`src/rtl/mrpt_pkg.sv`:
```
package mrpt_pkg;

    localparam int NumWidth  = 64;
    localparam int BaseCount = 7;
    localparam int CntWidth  = 7;
    localparam int BaseIdxW  = 3;

    typedef logic [NumWidth-1:0] num_t;

    typedef enum logic [3:0] {
        ST_IDLE,
        ST_CHECK,
        ST_SPLIT,
        ST_BASE,
        ST_BRED,
        ST_POW,
        ST_POWWAIT,
        ST_TEST,
        ST_SQWAIT,
        ST_DONE
    } state_t;

    // Fixed Miller-Rabin bases, valid for all 64-bit candidates.
    function automatic num_t base_of(input logic [BaseIdxW-1:0] idx);
        num_t b;
        case (idx)
            3'd0:    b = num_t'(64'd2);
            3'd1:    b = num_t'(64'd325);
            3'd2:    b = num_t'(64'd9375);
            3'd3:    b = num_t'(64'd28178);
            3'd4:    b = num_t'(64'd450775);
            3'd5:    b = num_t'(64'd9780504);
            default: b = num_t'(64'd1795265022);
        endcase
        return b;
    endfunction

endpackage

```
`src/rtl/mrpt_mulmod.sv`:
```
// Bit-serial (x * y) mod m, one multiplier bit per cycle, MSB first.
// Operands x and y must already be below m.
module mrpt_mulmod (
    input  logic            clk,
    input  logic            rst_n,
    input  logic            start,
    input  mrpt_pkg::num_t  x,
    input  mrpt_pkg::num_t  y,
    input  mrpt_pkg::num_t  m,
    output logic            done,
    output mrpt_pkg::num_t  result
);

    localparam int W = mrpt_pkg::NumWidth;

    logic                          busy_reg, busy_next;
    logic [mrpt_pkg::CntWidth-1:0] cnt_reg, cnt_next;
    mrpt_pkg::num_t                acc_reg, acc_next;
    mrpt_pkg::num_t                x_reg, x_next;
    mrpt_pkg::num_t                y_reg, y_next;
    mrpt_pkg::num_t                m_reg, m_next;
    logic                          done_reg, done_next;

    logic [W:0] dbl;
    logic [W:0] dbl_red;
    logic [W:0] add;

    always_comb
    begin
        dbl     = {acc_reg, 1'b0};
        dbl_red = (dbl >= {1'b0, m_reg}) ? dbl - {1'b0, m_reg} : dbl;
        add     = dbl_red + {1'b0, x_reg};
        if (add >= {1'b0, m_reg})
        begin
            add = add - {1'b0, m_reg};
        end
    end

    always_comb
    begin
        busy_next = busy_reg;
        cnt_next  = cnt_reg;
        acc_next  = acc_reg;
        x_next    = x_reg;
        y_next    = y_reg;
        m_next    = m_reg;
        done_next = 1'b0;
        if (start)
        begin
            busy_next = 1'b1;
            cnt_next  = mrpt_pkg::CntWidth'(W);
            acc_next  = '0;
            x_next    = x;
            y_next    = y;
            m_next    = m;
        end
        else if (busy_reg)
        begin
            acc_next = y_reg[W-1] ? add[W-1:0] : dbl_red[W-1:0];
            y_next   = {y_reg[W-2:0], 1'b0};
            cnt_next = cnt_reg - 1'b1;
            if (cnt_reg == mrpt_pkg::CntWidth'(1))
            begin
                busy_next = 1'b0;
                done_next = 1'b1;
            end
        end
    end

    always_ff @(posedge clk or negedge rst_n)
    begin
        if (!rst_n)
        begin
            busy_reg <= 1'b0;
            done_reg <= 1'b0;
            cnt_reg  <= '0;
        end
        else
        begin
            busy_reg <= busy_next;
            done_reg <= done_next;
            cnt_reg  <= cnt_next;
        end
    end

    always_ff @(posedge clk)
    begin
        acc_reg <= acc_next;
        x_reg   <= x_next;
        y_reg   <= y_next;
        m_reg   <= m_next;
    end

    assign done   = done_reg;
    assign result = acc_reg;

endmodule

```
`src/rtl/miller_rabin_prime_test_64_top.sv`:
```
// Deterministic Miller-Rabin primality test for unsigned 64-bit numbers.
// Input channel s_axis: tdata carries the candidate; one item per test.
// Output channel m_axis: tdata bit 0 is high for a prime; one item per input.
// The block tests one candidate at a time. s_axis_tready is high only while
// idle with no result pending; the result sits in an output register until
// m_axis_tready takes it, and the next candidate is accepted from the cycle after.
// Each modular multiply runs on one bit-serial unit. Per base: a base
// reduction by shift-and-subtract, then one multiply and one squaring per
// bit of d, then up to s-1 squarings. Even inputs and inputs below 4 skip
// the test and go straight to the result.
// Reset clears the FSM state and drops any pending result; no memory
// needs clearing. A stalled receiver holds the result and the input side
// stays closed until the result is taken.
module miller_rabin_prime_test_64_top (
    input  logic        clk,
    input  logic        rst_n,
    input  logic        s_axis_tvalid,
    output logic        s_axis_tready,
    input  logic [63:0] s_axis_tdata,   // [63:0] number
    output logic        m_axis_tvalid,
    input  logic        m_axis_tready,
    output logic [7:0]  m_axis_tdata    // [0] prime flag, [7:1] zero
);

    localparam int W = mrpt_pkg::NumWidth;

    mrpt_pkg::state_t state_reg, state_next;

    mrpt_pkg::num_t n_reg, n_next;
    mrpt_pkg::num_t d_reg, d_next;
    mrpt_pkg::num_t e_reg, e_next;
    mrpt_pkg::num_t a_reg, a_next;
    mrpt_pkg::num_t r_reg, r_next;
    logic [mrpt_pkg::CntWidth-1:0] s_reg, s_next;
    logic [mrpt_pkg::CntWidth-1:0] k_reg, k_next;
    logic [mrpt_pkg::BaseIdxW-1:0] bi_reg, bi_next;
    logic [1:0] ph_reg, ph_next;     // 0: multiply r*a, 1: square a
    logic       prime_reg, prime_next;
    logic       ovalid_reg, ovalid_next;
    logic       res_reg, res_next;

    logic           mm_start;
    mrpt_pkg::num_t mm_x, mm_y;
    logic           mm_done;
    mrpt_pkg::num_t mm_res;
    mrpt_pkg::num_t nm1;

    assign nm1 = n_reg - 1'b1;

    mrpt_mulmod u_mul (
        .clk    (clk),
        .rst_n  (rst_n),
        .start  (mm_start),
        .x      (mm_x),
        .y      (mm_y),
        .m      (n_reg),
        .done   (mm_done),
        .result (mm_res)
    );

    always_comb
    begin
        state_next = state_reg;
        unique case (state_reg)
            mrpt_pkg::ST_IDLE:
                if (s_axis_tvalid && s_axis_tready) state_next = mrpt_pkg::ST_CHECK;
            mrpt_pkg::ST_CHECK:
                if (n_reg < 4 || !n_reg[0]) state_next = mrpt_pkg::ST_DONE;
                else state_next = mrpt_pkg::ST_SPLIT;
            mrpt_pkg::ST_SPLIT:
                if (d_reg[0]) state_next = mrpt_pkg::ST_BASE;
            mrpt_pkg::ST_BASE:
                if (32'(bi_reg) >= mrpt_pkg::BaseCount) state_next = mrpt_pkg::ST_DONE;
                else state_next = mrpt_pkg::ST_BRED;
            mrpt_pkg::ST_BRED:
                if (a_reg < n_reg && k_reg == '0)
                    state_next = (a_reg == '0) ? mrpt_pkg::ST_BASE : mrpt_pkg::ST_POW;
            mrpt_pkg::ST_POW:
                if (e_reg == '0) state_next = mrpt_pkg::ST_TEST;
                else state_next = mrpt_pkg::ST_POWWAIT;
            mrpt_pkg::ST_POWWAIT:
                if (mm_done && ph_reg == 2'd1) state_next = mrpt_pkg::ST_POW;
                else if (mm_done) state_next = mrpt_pkg::ST_POWWAIT;
            mrpt_pkg::ST_TEST:
                if ((r_reg == 1 && k_reg == 1) || r_reg == nm1)
                    state_next = mrpt_pkg::ST_BASE;
                else if (k_reg >= s_reg) state_next = mrpt_pkg::ST_DONE;
                else state_next = mrpt_pkg::ST_SQWAIT;
            mrpt_pkg::ST_SQWAIT:
                if (mm_done) state_next = mrpt_pkg::ST_TEST;
            mrpt_pkg::ST_DONE:
                state_next = mrpt_pkg::ST_IDLE;
            default:
                state_next = mrpt_pkg::ST_IDLE;
        endcase
    end

    always_comb
    begin
        n_next      = n_reg;
        d_next      = d_reg;
        e_next      = e_reg;
        a_next      = a_reg;
        r_next      = r_reg;
        s_next      = s_reg;
        k_next      = k_reg;
        bi_next     = bi_reg;
        ph_next     = ph_reg;
        prime_next  = prime_reg;
        ovalid_next = ovalid_reg;
        res_next    = res_reg;
        mm_start    = 1'b0;
        mm_x        = r_reg;
        mm_y        = a_reg;
        if (m_axis_tvalid && m_axis_tready) ovalid_next = 1'b0;
        unique case (state_reg)
            mrpt_pkg::ST_IDLE:
                if (s_axis_tvalid && s_axis_tready)
                begin
                    n_next = s_axis_tdata[W-1:0];
                end
            mrpt_pkg::ST_CHECK:
            begin
                prime_next = (n_reg == 2 || n_reg == 3);
                d_next     = nm1;
                s_next     = '0;
                bi_next    = '0;
            end
            mrpt_pkg::ST_SPLIT:
                if (!d_reg[0])
                begin
                    d_next = d_reg >> 1;
                    s_next = s_reg + 1'b1;
                end
                else prime_next = 1'b1;
            mrpt_pkg::ST_BASE:
            begin
                a_next = mrpt_pkg::base_of(bi_reg);
                bi_next = bi_reg + 1'b1;
                k_next = mrpt_pkg::CntWidth'(W - 1);
            end
            mrpt_pkg::ST_BRED:
            begin
                // Reduce the base by shift-and-subtract, one bit a cycle.
                if ((a_reg >> k_reg) >= n_reg)
                    a_next = a_reg - (n_reg << k_reg);
                if (k_reg != '0) k_next = k_reg - 1'b1;
                r_next  = mrpt_pkg::num_t'(1);
                e_next  = d_reg;
                ph_next = 2'd0;
            end
            mrpt_pkg::ST_POW:
                if (e_reg == '0) k_next = mrpt_pkg::CntWidth'(1);
                else
                begin
                    mm_start = 1'b1;
                    ph_next  = 2'd0;
                end
            mrpt_pkg::ST_POWWAIT:
                if (mm_done)
                begin
                    if (ph_reg == 2'd0)
                    begin
                        if (e_reg[0]) r_next = mm_res;
                        mm_start = 1'b1;
                        mm_x     = a_reg;
                        ph_next  = 2'd1;
                    end
                    else
                    begin
                        a_next = mm_res;
                        e_next = e_reg >> 1;
                    end
                end
            mrpt_pkg::ST_TEST:
                // A value of 1 passes only before any squaring.
                if ((r_reg == 1 && k_reg == 1) || r_reg == nm1) begin end
                else if (k_reg >= s_reg) prime_next = 1'b0;
                else
                begin
                    mm_start = 1'b1;
                    mm_x     = r_reg;
                    mm_y     = r_reg;
                    k_next   = k_reg + 1'b1;
                end
            mrpt_pkg::ST_SQWAIT:
                if (mm_done)
                begin
                    r_next = mm_res;
                end
            mrpt_pkg::ST_DONE:
            begin
                ovalid_next = 1'b1;
                res_next    = prime_reg;
            end
            default: begin end
        endcase
    end

    always_ff @(posedge clk or negedge rst_n)
    begin
        if (!rst_n)
        begin
            state_reg  <= mrpt_pkg::ST_IDLE;
            ovalid_reg <= 1'b0;
        end
        else
        begin
            state_reg  <= state_next;
            ovalid_reg <= ovalid_next;
        end
    end

    always_ff @(posedge clk)
    begin
        n_reg     <= n_next;
        d_reg     <= d_next;
        e_reg     <= e_next;
        a_reg     <= a_next;
        r_reg     <= r_next;
        s_reg     <= s_next;
        k_reg     <= k_next;
        bi_reg    <= bi_next;
        ph_reg    <= ph_next;
        prime_reg <= prime_next;
        res_reg   <= res_next;
    end

    assign s_axis_tready = (state_reg == mrpt_pkg::ST_IDLE) && !ovalid_reg;
    assign m_axis_tvalid = ovalid_reg;
    assign m_axis_tdata  = {7'd0, res_reg};

`ifndef SYNTHESIS
    a_one_busy: assert property (@(posedge clk) disable iff (!rst_n)
        m_axis_tvalid |-> !s_axis_tready)
        else $error("input open while a result is pending");
    a_done_out: assert property (@(posedge clk) disable iff (!rst_n)
        (state_reg == mrpt_pkg::ST_DONE) |=> m_axis_tvalid)
        else $error("finished test gave no result");
    a_accept: assert property (@(posedge clk) disable iff (!rst_n)
        (s_axis_tvalid && s_axis_tready) |=> (state_reg == mrpt_pkg::ST_CHECK))
        else $error("accepted item not started");
`endif

endmodule

```
`config.mk`:
```
export PLATFORM = sky130hd
export DESIGN_NAME = miller_rabin_prime_test_64_top
export DESIGN_NICKNAME = d
export VERILOG_FILES = /design/src/rtl/mrpt_pkg.sv /design/src/rtl/mrpt_mulmod.sv /design/src/rtl/miller_rabin_prime_test_64_top.sv
export SDC_FILE = /design/constraint.sdc
export NUM_CORES = 2
export LEC_CHECK = 0
export BUFFER_PORTS_ARGS = -buffer_cell sky130_fd_sc_hd__buf_2
export CORE_MARGIN = 10
export CORE_UTILIZATION = 45
export CTS_CLUSTER_SIZE = 28
export DETAILED_ROUTE_END_ITERATION = 16
export SYNTH_ARGS = -nofsm -noshare
export SYNTH_HDL_FRONTEND = slang
export SYNTH_SLANG_ARGS = --single-unit
```
`constraint.sdc`:
```
create_clock -name clk -period 13.6 [get_ports clk]
set_input_delay 0.68 -clock clk [delete_from_list [all_inputs] [get_ports clk]]
set_output_delay 0.68 -clock clk [all_outputs]
set_load 0.05 [all_outputs]
```
==> summary.txt <==
Status
  – Outcome: finished clean

Layout
  – Nets: 6890
  – Layout cells sized above 1: 12.18%
  – Fillers: 11926
  – Layout area overhead: 8.609%

Clocking
  – Root buffer cell: clkbuf_16
  – Worst-path clk slew: 60 ps
  – CTS tree: yes
  – Worst-Skew Late Latency: 710 ps
  – Clock buffer depth: 3
  – Hold buffer count at CTS: 1
  – Cts bufs inserted: 75
  – # Post-CTS Setup Buffers: 0
  – CTS resizes: 0
  – Clock sinks: 610
  – H-Tree Depth: 3

Synth
  – Synth Warn #: 0
  – Most instantiated library cell after synthesis: nand2_1
  – Post-synth cell types: 103
  – Register area share after synthesis: 31.23%
  – Primary FF master, synth: edfxtp_1
  – Async S/R FF share, synth: 2.295%
  – Post-synth EDFFs: 532
  – Yosys top cell area share: 28.34%
  – #FFs+latches synth: 610
  – Synth top area cells: edfxtp_1, ha_1, nand2_1
  – Synth top cells by count: nand2_1, edfxtp_1, a21oi_1
  – Area leader, netlist: edfxtp_1
  – Cell Area, Synth: 56380 um2
  – Syn_area_per_cell: 8.689 um2
  – Syn Inst Count: 6488

Critical path
  – Worst path bufs/invs: 4
  – Worst path depth: 37
  – R2r endpoint: u_mul.result[9]
  – Crit path max-delay family: compound AO/OA/AOI/OAI gates
  – Critical path's largest stage delay: 970 ps
  – Cell mode on critical path: o21ai_0
  – CP max stage cell: a2111oi_0
  – WP data required: 14190 ps
  – Worst EP arrival: 13170 ps
  – R2r setup slk: 1010 ps
  – R2r worst-path depth: 37
  – Crit Path Max Fanout: 24
  – Crit Path Class: reg2reg
  – CP Launch Type: register
  – Crit. End Element: register
  – Reg2Reg Launch Point: u_mul.m_reg[9]

Detailed routing
  – Drt pass-1 iters: 9
  – DR WL/cell: 32.87 um
  – Via-to-Cell Ratio: 6.721
  – DR iter-0 viols: 8225
  – DRC: 0
  – Via count: 54504
  – DRT antenna net count: 0
  – Final WL: 266600 um

Timing
  – Final worst slack: 1014 ps
  – Worst rel slew slack: 3.769%
  – Skew final: 59.12 ps
  – RSZ-0062 raised after global routing: false
  – Setup TNS: 0 ps
  – Tmin final: 12590 ps
  – Hold slack: 148.4 ps
  – Fin crit share: 92.54%
  – Worst-Margin Slew: 1428 ps
  – Max-slew violation count: 0
  – Fmax: 79.45 MHz
  – Final hold violation count: 0
  – Final setup viols: 0

Place
  – Port-buffer cells: 70
  – Pre-CTS WS: 1309 ps
  – GPL Wtd Cong: 1.060
  – Post-DP HPWL: 205500 um

GRT
  – Initial antenna violation count: 29
  – First-pass GRT wire length: 373400 um
  – Vias in the first global route: 50935
  – Largest net degree at the start of global routing: 123
  – Gr ovfl total: 0
  – Gr usage total: 36.41%

Floorplanning
  – Die Area: 139800 um2
  – Starting density of the core: 45.42%
  – Die Wd: 373.9 um
  – Row count: 129
  – # IOs: 78
  – CORE AREA: 124100 um2
  – Die Height: 373.9 um

Hold path
  – Hold Startpoint: s_axis_tdata[27]
  – Hold Crit Endpoint: n_reg[27]
  – Hold depth: 1
  – Worst hold path type: in2reg

Run
  – MaxCap Viol Count: 0
-- metrics by stage --
stage / instance area, um2 / util, % / std cells
after floorplan: 56400 / - / 6494
after global placement: 58640 / 47.25 / 7964
after global routing: 61220 / 49.32 / 8106
final: 61230 / 49.33 / 8110
after CTS: 61180 / 49.29 / 8102
after detailed placement: 58640 / 47.25 / 7964
-- metal layers --
layer | wire (um) | global-route usage (%)
met3 | 31130 | 9.149
met5 | 51 | 0
met4 | 16420 | 18.82
met1 | 109100 | 49.73
met2 | 109900 | 52.75
-- layout by cell type, fill, tap and decap left out, types with 70 or more instances in the layout --
cell type and count:
a21oi_1 510, a211oi_1 83, o21ai_0 384, nor4_1 95, mux2i_1 113, buf_4 179
clkbuf_16 75, nor3_1 108, nand2_1 895, mux4_2 96, nor2_1 504, xnor2_1 243
nor2b_1 108, edfxtp_1 532, a21o_1 220, buf_2 70, mux2_2 191, nand4_1 128
xor2_1 110, ha_1 410, inv_1 227, nand3_1 167
-- kinds of logic after synthesis --
group / after synthesis / share of synthesized area [%]
xor+xnor: 357 / 5.644
flops: 610 / 31.23
compound gates: 1739 / 19.84
simple gates: 2275 / 18.81
mux: 440 / 10.72
fa+ha+maj: 414 / 9.242
other cells: 1 / 0.006652
buf+inv: 652 / 4.501
-- area by class of cell --
class                      instances  area, um2  share of cell area (%)
multi-input combinational       5232      36400                   59.45
sequential                       610      17610                   28.76
tap                             1637       2048                   3.345
clock buffer                      97       1999                   3.265
timing repair buffer             252       1729                   2.824
inverter                         237      903.4                   1.475
clock inverter                    40      526.8                  0.8603
antenna                            5      12.51                 0.02043
-- worst max path at each step --
stage,slack (ps),endpoint,from
floorplan,2170,a_reg[0],state_reg[1]
global placement,1410,u_mul.result[33],u_mul.m_reg[9]
detailed placement,1310,u_mul.result[9],u_mul.m_reg[9]
CTS,1190,u_mul.result[9],u_mul.m_reg[9]
global route,310,u_mul.result[33],u_mul.result[10]
finish,1010,u_mul.result[9],u_mul.m_reg[9]
Power is not shown: default switching activity piles up to over one toggle a cycle in this logic, so the estimate is an artifact.
